===== config.mk =====
export PLATFORM = sky130hd
export DESIGN_NAME = heap_kway_merge
export DESIGN_NICKNAME = d
export VERILOG_FILES = /design/src/hkm_pkg.sv /design/src/heap_kway_merge.sv /design/src/hkm_engine.sv
export SDC_FILE = /design/constraint.sdc
export NUM_CORES = 2
export LEC_CHECK = 0
export ABC_AREA = 1
export BUFFER_PORTS_ARGS = -buffer_cell sky130_fd_sc_hd__buf_2
export CAP_MARGIN = 25
export CORE_MARGIN = 4
export CORE_UTILIZATION = 40
export DETAILED_ROUTE_END_ITERATION = 8
export GPL_ROUTABILITY_DRIVEN = 0
export PLACE_DENSITY = 0.53
export SLEW_MARGIN = 20
export SYNTH_ARGS = -nofsm -noshare
export SYNTH_HDL_FRONTEND = slang
export SYNTH_SLANG_ARGS = --single-unit

===== constraint.sdc =====
create_clock -name i_clk -period 7.7 [get_ports i_clk]
set_input_delay 1.54 -clock i_clk [delete_from_list [all_inputs] [get_ports i_clk]]
set_output_delay 1.54 -clock i_clk [all_outputs]
set_load 0.01 [all_outputs]

===== src/hkm_pkg.sv =====
// ============================================================================
// hkm_pkg
// Shared types, constants and helpers for the k-way merge heap.
// ============================================================================
package hkm_pkg;

    localparam int MAX_RUNS = 16;
    localparam int IDX_W    = $clog2(MAX_RUNS);
    localparam int CNT_W    = IDX_W + 1;
    localparam int KEY_W    = 32;
    localparam int VAL_W    = 32;
    localparam int CFG_W    = 5;

    typedef struct packed {
        logic signed [KEY_W-1:0] key;
        logic signed [VAL_W-1:0] value;
        logic                    exhausted;
    } t_in_item;

    typedef struct packed {
        logic signed [KEY_W-1:0] out_key;
        logic signed [VAL_W-1:0] out_value;
        logic [IDX_W-1:0]        source_run;
        logic                    all_done;
    } t_out_item;

    typedef struct packed {
        logic signed [KEY_W-1:0] key;
        logic signed [VAL_W-1:0] value;
        logic [IDX_W-1:0]        run;
        logic                    empty;
    } t_slot;

    typedef struct packed {
        logic accept;
        logic restart;
    } t_hkm_cmd;

    typedef struct packed {
        logic busy;
        logic res_valid;
    } t_hkm_stat;

    typedef enum logic [2:0] {
        ST_IDLE,
        ST_FETCH,
        ST_GRAB,
        ST_READ,
        ST_CMP,
        ST_ROOT_RD,
        ST_ROOT
    } t_state;

    // empty slots rank above every live key; strict compare keeps ties in place
    function automatic logic ranks_below(input t_slot a, input t_slot b);
        logic r;
        r = !a.empty && (b.empty || (a.key < b.key));
        return r;
    endfunction

endpackage


===== src/heap_kway_merge.sv =====
// ============================================================================
// heap_kway_merge
// K-way merge of sorted key/value runs through a binary min-heap in RAM.
//
//  channel | signals                               | beat
//  --------+---------------------------------------+---------------------------
//  in      | i_in_valid  o_in_stall  i_in_data     | run head or next entry
//  out     | o_out_valid i_out_stall o_out_data    | minimum entry or done mark
//  cfg     | i_cfg_valid o_cfg_ready i_cfg_data    | lists_in_use
//
// Head beats during loading, but the last, give no result.
// A merge beat sifts the new entry down from the root, with a read and a
// compare/write-back state for each heap level, then reads out the root.
// The last head runs the build: each parent, last first, is sifted down.
// Reset and a cfg write return to loading; no clearing pass.
// Results sit in an output reg; the engine waits while it is full and stalled.
// ============================================================================
module heap_kway_merge import hkm_pkg::*; (
    input  logic             i_clk,
    input  logic             i_rst_n,
    input  logic             i_in_valid,
    output logic             o_in_stall,
    input  t_in_item         i_in_data,
    output logic             o_out_valid,
    input  logic             i_out_stall,
    output t_out_item        o_out_data,
    input  logic             i_cfg_valid,
    output logic             o_cfg_ready,
    input  logic [CFG_W-1:0] i_cfg_data
);

    logic [CFG_W-1:0] r_lists;
    logic             r_out_valid;
    t_out_item        r_out;

    t_hkm_cmd         cmd;
    t_hkm_stat        stat;
    t_out_item        res;
    logic             res_ready;
    logic [CNT_W-1:0] run_count;
    logic             cfg_wr;

    always_comb begin
        if (r_lists == '0) begin
            run_count = CNT_W'(1);
        end else if ({{(32-CFG_W){1'b0}}, r_lists} > MAX_RUNS) begin
            run_count = CNT_W'(MAX_RUNS);
        end else begin
            run_count = CNT_W'(r_lists);
        end
    end

    assign o_cfg_ready = 1'b1;
    assign cfg_wr      = i_cfg_valid && o_cfg_ready;
    assign o_in_stall  = stat.busy;
    assign res_ready   = !r_out_valid || !i_out_stall;
    assign cmd.accept  = i_in_valid && !o_in_stall;
    assign cmd.restart = cfg_wr;
    assign o_out_valid = r_out_valid;
    assign o_out_data  = r_out;

    hkm_engine u_engine (
        .i_clk       (i_clk),
        .i_rst_n     (i_rst_n),
        .i_cmd       (cmd),
        .i_item      (i_in_data),
        .i_run_count (run_count),
        .i_res_ready (res_ready),
        .o_stat      (stat),
        .o_res       (res)
    );

    always_ff @(posedge i_clk) begin
        if (!i_rst_n) begin
            r_lists     <= CFG_W'(2);
            r_out_valid <= 1'b0;
        end else begin
            if (cfg_wr) begin
                r_lists <= i_cfg_data;
            end
            if (res_ready) begin
                r_out_valid <= stat.res_valid;
            end
        end
    end

    always_ff @(posedge i_clk) begin
        if (res_ready && stat.res_valid) begin
            r_out <= res;
        end
    end

    // ---- checks ----
    a_done_zero: assert property (@(posedge i_clk) disable iff (!i_rst_n)
        o_out_valid && o_out_data.all_done |->
            (o_out_data.out_key == '0) && (o_out_data.out_value == '0) &&
            (o_out_data.source_run == '0))
        else $error("done beat carries nonzero fields");

    a_res_busy: assert property (@(posedge i_clk) disable iff (!i_rst_n)
        stat.res_valid |-> stat.busy)
        else $error("engine offers a result while idle");

    a_cfg_idle: assert property (@(posedge i_clk) disable iff (!i_rst_n)
        cfg_wr |=> !o_in_stall && !stat.res_valid)
        else $error("engine not back to loading after cfg write");

    a_result_load: assert property (@(posedge i_clk) disable iff (!i_rst_n)
        stat.res_valid && res_ready |=> o_out_valid)
        else $error("result lost on its way to the output register");

endmodule


===== src/hkm_engine.sv =====
// ============================================================================
// hkm_engine
// Heap store and sequencer: head loading, bottom-up build, sift-down, root read.
// ============================================================================
module hkm_engine import hkm_pkg::*; (
    input  logic             i_clk,
    input  logic             i_rst_n,
    input  t_hkm_cmd         i_cmd,
    input  t_in_item         i_item,
    input  logic [CNT_W-1:0] i_run_count,
    input  logic             i_res_ready,
    output t_hkm_stat        o_stat,
    output t_out_item        o_res
);

    t_slot            r_mem [MAX_RUNS];
    t_slot            r_rd_a;
    t_slot            r_rd_b;

    t_state           r_state;
    t_state           n_state;
    logic [CNT_W-1:0] r_heads;
    logic             r_merging;
    logic [IDX_W-1:0] r_j;
    logic [IDX_W-1:0] r_node;
    logic [IDX_W-1:0] r_last_run;
    t_slot            r_cur;

    logic [CNT_W-1:0] load_pos;
    logic [CNT_W-1:0] n_heads;
    logic [CNT_W-1:0] last_parent;
    logic             load_done;
    logic [CNT_W:0]   left_pos;
    logic [CNT_W:0]   right_pos;
    logic             left_ok;
    logic             right_ok;
    logic             take_left;
    logic             take_right;
    logic             move;
    logic [IDX_W-1:0] child_idx;
    t_slot            child_slot;
    logic             sift_end;

    logic [IDX_W-1:0] rd_addr_a;
    logic [IDX_W-1:0] rd_addr_b;
    logic             wr_en;
    logic [IDX_W-1:0] wr_addr;
    t_slot            wr_data;

    // ---- datapath decode ----
    always_comb begin
        load_pos    = (r_heads >= i_run_count) ? i_run_count - CNT_W'(1) : r_heads;
        n_heads     = load_pos + CNT_W'(1);
        load_done   = n_heads >= i_run_count;
        last_parent = (i_run_count - CNT_W'(1)) >> 1;
        left_pos    = {1'b0, r_node, 1'b1};
        right_pos   = {1'b0, r_node, 1'b0} + (CNT_W+1)'(2);
        left_ok     = left_pos  < {1'b0, i_run_count};
        right_ok    = right_pos < {1'b0, i_run_count};
        take_left   = left_ok && ranks_below(r_rd_a, r_cur);
        take_right  = right_ok && (take_left ? ranks_below(r_rd_b, r_rd_a)
                                             : ranks_below(r_rd_b, r_cur));
        move        = take_left || take_right;
        child_idx   = take_right ? right_pos[IDX_W-1:0] : left_pos[IDX_W-1:0];
        child_slot  = take_right ? r_rd_b : r_rd_a;
        sift_end    = (r_state == ST_CMP) && !move;
    end

    // ---- next state ----
    always_comb begin
        n_state = r_state;
        case (r_state)
            ST_IDLE: begin
                if (i_cmd.accept) begin
                    if (r_merging) begin
                        n_state = ST_READ;
                    end else if (load_done) begin
                        n_state = ST_FETCH;
                    end
                end
            end
            ST_FETCH:   n_state = ST_GRAB;
            ST_GRAB:    n_state = ST_READ;
            ST_READ:    n_state = ST_CMP;
            ST_CMP: begin
                if (move) begin
                    n_state = ST_READ;
                end else if (!r_merging && (r_j != '0)) begin
                    n_state = ST_FETCH;
                end else begin
                    n_state = ST_ROOT_RD;
                end
            end
            ST_ROOT_RD: n_state = ST_ROOT;
            ST_ROOT: begin
                if (i_res_ready) begin
                    n_state = ST_IDLE;
                end
            end
            default:    n_state = ST_IDLE;
        endcase
    end

    // ---- memory port control and outputs ----
    always_comb begin
        rd_addr_a = '0;
        rd_addr_b = '0;
        wr_en     = 1'b0;
        wr_addr   = r_node;
        wr_data   = r_cur;
        case (r_state)
            ST_IDLE: begin
                if (i_cmd.accept && !r_merging) begin
                    wr_en   = 1'b1;
                    wr_addr = load_pos[IDX_W-1:0];
                    wr_data = '{key: i_item.key, value: i_item.value,
                                run: load_pos[IDX_W-1:0], empty: i_item.exhausted};
                end
            end
            ST_FETCH: rd_addr_a = r_j;
            ST_READ: begin
                rd_addr_a = left_pos[IDX_W-1:0];
                rd_addr_b = right_pos[IDX_W-1:0];
            end
            ST_CMP: begin
                wr_en   = 1'b1;
                wr_data = move ? child_slot : r_cur;
            end
            default: ;
        endcase

        o_stat.busy      = r_state != ST_IDLE;
        o_stat.res_valid = r_state == ST_ROOT;
        if (r_rd_a.empty) begin
            o_res = '{out_key: '0, out_value: '0, source_run: '0, all_done: 1'b1};
        end else begin
            o_res = '{out_key: r_rd_a.key, out_value: r_rd_a.value,
                      source_run: r_rd_a.run, all_done: 1'b0};
        end
    end

    // ---- heap store ----
    always_ff @(posedge i_clk) begin
        if (wr_en) begin
            r_mem[wr_addr] <= wr_data;
        end
        r_rd_a <= r_mem[rd_addr_a];
        r_rd_b <= r_mem[rd_addr_b];
    end

    // ---- control state ----
    always_ff @(posedge i_clk) begin
        if (!i_rst_n || i_cmd.restart) begin
            r_state   <= ST_IDLE;
            r_heads   <= '0;
            r_merging <= 1'b0;
        end else begin
            r_state <= n_state;
            if ((r_state == ST_IDLE) && i_cmd.accept && !r_merging) begin
                r_heads <= n_heads;
            end
            if ((r_state == ST_ROOT) && i_res_ready) begin
                r_merging <= !r_rd_a.empty;
                if (r_rd_a.empty) begin
                    r_heads <= '0;
                end
            end
        end
    end

    // ---- sift payload ----
    always_ff @(posedge i_clk) begin
        case (r_state)
            ST_IDLE: begin
                if (i_cmd.accept) begin
                    r_j    <= last_parent[IDX_W-1:0];
                    r_node <= '0;
                    r_cur  <= '{key: i_item.key, value: i_item.value,
                               run: r_last_run, empty: i_item.exhausted};
                end
            end
            ST_GRAB: begin
                r_cur  <= r_rd_a;
                r_node <= r_j;
            end
            ST_CMP: begin
                if (move) begin
                    r_node <= child_idx;
                end else if (sift_end && !r_merging && (r_j != '0)) begin
                    r_j <= r_j - IDX_W'(1);
                end
            end
            ST_ROOT: begin
                if (i_res_ready) begin
                    r_last_run <= r_rd_a.run;
                end
            end
            default: ;
        endcase
    end

endmodule

==> impl_metrics.sql <==
INSERT INTO impl_metrics (metric_group, metric, value, unit) VALUES
('yosys', 'ys_seq_area_share', '64.0', '%'),
('clocking', 'postCtsSetupBuffers', '0', ''),
('clocking', 'ctsLongestPathBuffers', '3', ''),
('die', 'initial_core_util', '40.2', '%'),
('route', 'avgViaCountPerCell', '5.91', ''),
('timing', 'finalSetupViolations', '0', ''),
('critical_path', 'slowest_delay', '1130', 'ps'),
('global_routing', 'largest_net_degree_at_the_start_of_global_routing', '237', ''),
('timing', 'rsz_0062_raised_after_global_routing', 'false', ''),
('critical_path', 'regToRegStartpoint', 'r_lists[4]', ''),
('run_status', 'status', 'complete, no violations', ''),
('critical_path', 'worstSetupPathType', 'reg2reg', ''),
('place', 'placedCellCount', '7751', ''),
('power_and_ir_drop', 'post-layout-total-power', '20.5', 'mW'),
('timing', 'timing.final.ws_setup', '827', 'ps'),
('place', 'port_buffers', '145', ''),
('route', 'routedWlPerCell', '27.1', 'um'),
('clocking', 'post_cts.resized_instances', '0', ''),
('critical_path', 'cp.buffers_inverters', '1', ''),
('clocking', 'cts_tree', 'built', ''),
('clocking', 'clock-sinks', '1407', ''),
('timing', 'finalMaxSlewViolations', '0', ''),
('critical_path', 'timing.critical_path.from_type', 'flop', ''),
('clocking', 'cts_hold_repair.buffers', '0', ''),
('worst_hold_path', 'timing.hold.worst_path_depth', '0', ''),
('yosys', 'netlist-cell-type-count', '44', ''),
('clocking', 'cts.htree.levels', '4', ''),
('final_layout', 'stdcell_count', '8053', ''),
('yosys', 'mappedNetlistNets', '6061', ''),
('global_routing', 'wire_length_of_the_first_global_routing_pass', '314', 'mm'),
('timing', 'clock.fmax', '146', 'MHz'),
('die', 'chip_width', '407', 'um'),
('yosys', 'yosysMostFrequentCell', 'sky130_fd_sc_hd__edfxtp_1', ''),
('critical_path', 'crit_arrival', '7320', 'ps'),
('yosys', 'synth_edf_count', '1254', ''),
('final_layout', 'layout-drive-gt1-share', '8.83', '%'),
('yosys', 'netlist.area_leader.share', '59.1', '%'),
('global_routing', 'groute.usage.overall', '25.9', '%'),
('critical_path', 'worst_path_dominant_cell_family', 'simple AND/OR/NAND/NOR gates', ''),
('worst_hold_path', 'hold_path_end', 'u_engine.r_last_run[2]', ''),
('critical_path', 'ff2ff_setup_slack', '830', 'ps'),
('global_routing', 'global_route.overflow_total', '0', ''),
('timing', 'worst_clock_skew', '42.1', 'ps'),
('critical_path', 'crit_start', 'r_lists[4]', ''),
('place', 'detailedPlacementHpwl', '114', 'mm'),
('route', 'routed-via-count', '47600', ''),
('critical_path', 'worst_setup_path_end_kind', 'flop', ''),
('clocking', 'clk_transition_reported_paths', '60', 'ps'),
('yosys', 'synth.top_cells.by_area', 'sky130_fd_sc_hd__edfxtp_1 59%, sky130_fd_sc_hd__nor2_1 5.1%, sky130_fd_sc_hd__nand2_1 4.9%', ''),
('yosys', 'ys_top_cells_by_count', '1,254 x sky130_fd_sc_hd__edfxtp_1, 861 x sky130_fd_sc_hd__nor2_1, 830 x sky130_fd_sc_hd__nand2_1, 477 x sky130_fd_sc_hd__o21ai_0, 388 x sky130_fd_sc_hd__inv_1', ''),
('critical_path', 'timing.critical_path.mode_cell', 'sky130_fd_sc_hd__nand2_4', ''),
('timing', 'min_period_over_period', '89.3', '%'),
('timing', 'transition_time_of_the_tightest_slew_check_pin', '1110', 'ps'),
('route', 'drc_errors', '0', ''),
('final_layout', 'final_util', '45.4', '%'),
('critical_path', 'path_max_fanout', '50', ''),
('clocking', 'root_buf_cell', 'sky130_fd_sc_hd__clkbuf_16', ''),
('route', 'route.antenna.remaining_nets', '0', ''),
('yosys', 'count_of_yosys_warnings_during_synthesis', '0', ''),
('place', 'dp_slack', '649', 'ps'),
('global_routing', 'grt_antenna_before_repair', '5', ''),
('route', 'detailedRoute.firstIterationViolations', '5770', ''),
('critical_path', 'timing.critical_path.cells', 'inv_1 -> nand2_1 -> ha_1 -> a21oi_1 -> o21bai_1 -> a211oi_1 -> nand2_4 -> nand2_4 -> nand3_4 -> nand2_4 -> nand2_2 -> o211ai_1', ''),
('critical_path', 'rr_worst_depth', '12', ''),
('critical_path', 'reg2reg_to', 'u_engine.r_mem[11][47]', ''),
('route', 'routed_wl', '218', 'mm'),
('timing', 'timing.final.hold_violations', '0', ''),
('worst_hold_path', 'hp-class', 'reg2reg', ''),
('yosys', 'syn-cell-area', '0.0637', 'mm^2'),
('yosys', 'synthesis.instances', '5871', ''),
('run', 'drv.max_cap_violation_count', '0', '');
==> routing by layer <==
layer	vias to the layer above	GRT usage, %	part of all wire, %
li1	21300	-	-
met1	23800	37.5	44
met2	2150	40.6	45
met3	357	3.62	7.9
met4	0	7.45	2.7
met5	-	0	0
==> worst reg2reg max path: stages (launching register included) <==
cell and delay [ps]:
sky130_fd_sc_hd__dfxtp_1 460, sky130_fd_sc_hd__inv_1 160, sky130_fd_sc_hd__nand2_1 220, sky130_fd_sc_hd__ha_1 280
sky130_fd_sc_hd__a21oi_1 140, sky130_fd_sc_hd__o21bai_1 80, sky130_fd_sc_hd__a211oi_1 800, sky130_fd_sc_hd__nand2_4 560
sky130_fd_sc_hd__nand2_4 970, sky130_fd_sc_hd__nand3_4 840, sky130_fd_sc_hd__nand2_4 240, sky130_fd_sc_hd__nand2_2 650
sky130_fd_sc_hd__o211ai_1 1140
==> registers in the layout (all words and copies together), names as in the netlist, 3 cells and up <==
signal and count:
o_out_data 69, r_lists 5, u_engine.r_cur 69, u_engine.r_heads 5, u_engine.r_j 4, u_engine.r_last_run 4, u_engine.r_mem 1104, u_engine.r_node 4
u_engine.r_rd_a 69, u_engine.r_rd_b 69, u_engine.r_state 3
==> layout make-up <==
class                   instances  area, um^2
repair buffers                258        1890
multi-input cells            3633       19900
well taps                    2072        2590
diodes                          1        2.50
clock buffers                 220        4240
flip-flops and latches       1407       40700
clock inverters                65         840
fillers                     14600       86400
inverters                     397        1520
==> cell families (layout without fill, tap and decap cells) <==
| group | Yosys count | after routing | share of synthesized area [%] |
|---|---|---|---|
| other | 1 | 2 | 0.00589 |
| flip-flops | 1407 | 1407 | 64.0 |
| AO/OA/AOI/OAI | 1596 | 1596 | 16.7 |
| XOR/XNOR | 7 | 7 | 0.0963 |
| buffers and inverters | 831 | 940 | 5.09 |
| adder cells (fa/ha/maj) | 115 | 115 | 2.26 |
| AND/OR/NAND/NOR | 1914 | 1914 | 11.9 |
==> layout by cell type, fill, tap and decap left out, types with 68 or more instances in the layout <==
| cell | Yosys | layout |
|---|---|---|
| sky130_fd_sc_hd__a211o_1 | 68 | 68 |
| sky130_fd_sc_hd__a211oi_1 | 103 | 103 |
| sky130_fd_sc_hd__a21oi_1 | 212 | 212 |
| sky130_fd_sc_hd__a31oi_1 | 69 | 69 |
| sky130_fd_sc_hd__buf_2 | 55 | 146 |
| sky130_fd_sc_hd__buf_4 | 12 | 80 |
| sky130_fd_sc_hd__clkbuf_16 | 0 | 154 |
| sky130_fd_sc_hd__dfxtp_1 | 153 | 152 |
| sky130_fd_sc_hd__edfxtp_1 | 1254 | 1254 |
| sky130_fd_sc_hd__ha_1 | 115 | 115 |
| sky130_fd_sc_hd__inv_1 | 388 | 382 |
| sky130_fd_sc_hd__nand2_1 | 830 | 828 |
| sky130_fd_sc_hd__nand3_1 | 141 | 140 |
| sky130_fd_sc_hd__nor2_1 | 861 | 842 |
| sky130_fd_sc_hd__o211ai_1 | 118 | 118 |
| sky130_fd_sc_hd__o21ai_0 | 477 | 477 |
| sky130_fd_sc_hd__o21bai_1 | 163 | 163 |
| sky130_fd_sc_hd__o221ai_1 | 226 | 226 |
==> through the flow <==
stage	instance area (um^2)	hold slack (ps)
3_5_place_dp	66500	420
2_1_floorplan	63700	406
4_1_cts	71600	435
3_3_place_gp	66400	412
5_1_grt	71800	455
6_report	71800	439
==> power breakdown <==
group | internal [mW] | total (mW) | switching [mW]
Combinational | 0.865 | 3.53 | 2.66
Clock | 4.28 | 7.46 | 3.18
Sequential | 9.27 | 9.51 | 0.242
==> how the worst max path moves through the flow <==
stage	endpoint	slack, ps	depth (start not counted)
3_3_place_gp	u_engine.r_mem[8][63]	700	12
5_1_grt	u_engine.r_mem[11][47]	580	12
2_1_floorplan	u_engine.r_mem[13][0]	1780	7
3_5_place_dp	u_engine.r_mem[8][61]	650	12
4_1_cts	u_engine.r_mem[11][61]	600	12
6_report	u_engine.r_mem[11][47]	830	12
Note: power is estimated with default switching activity, not from simulation.
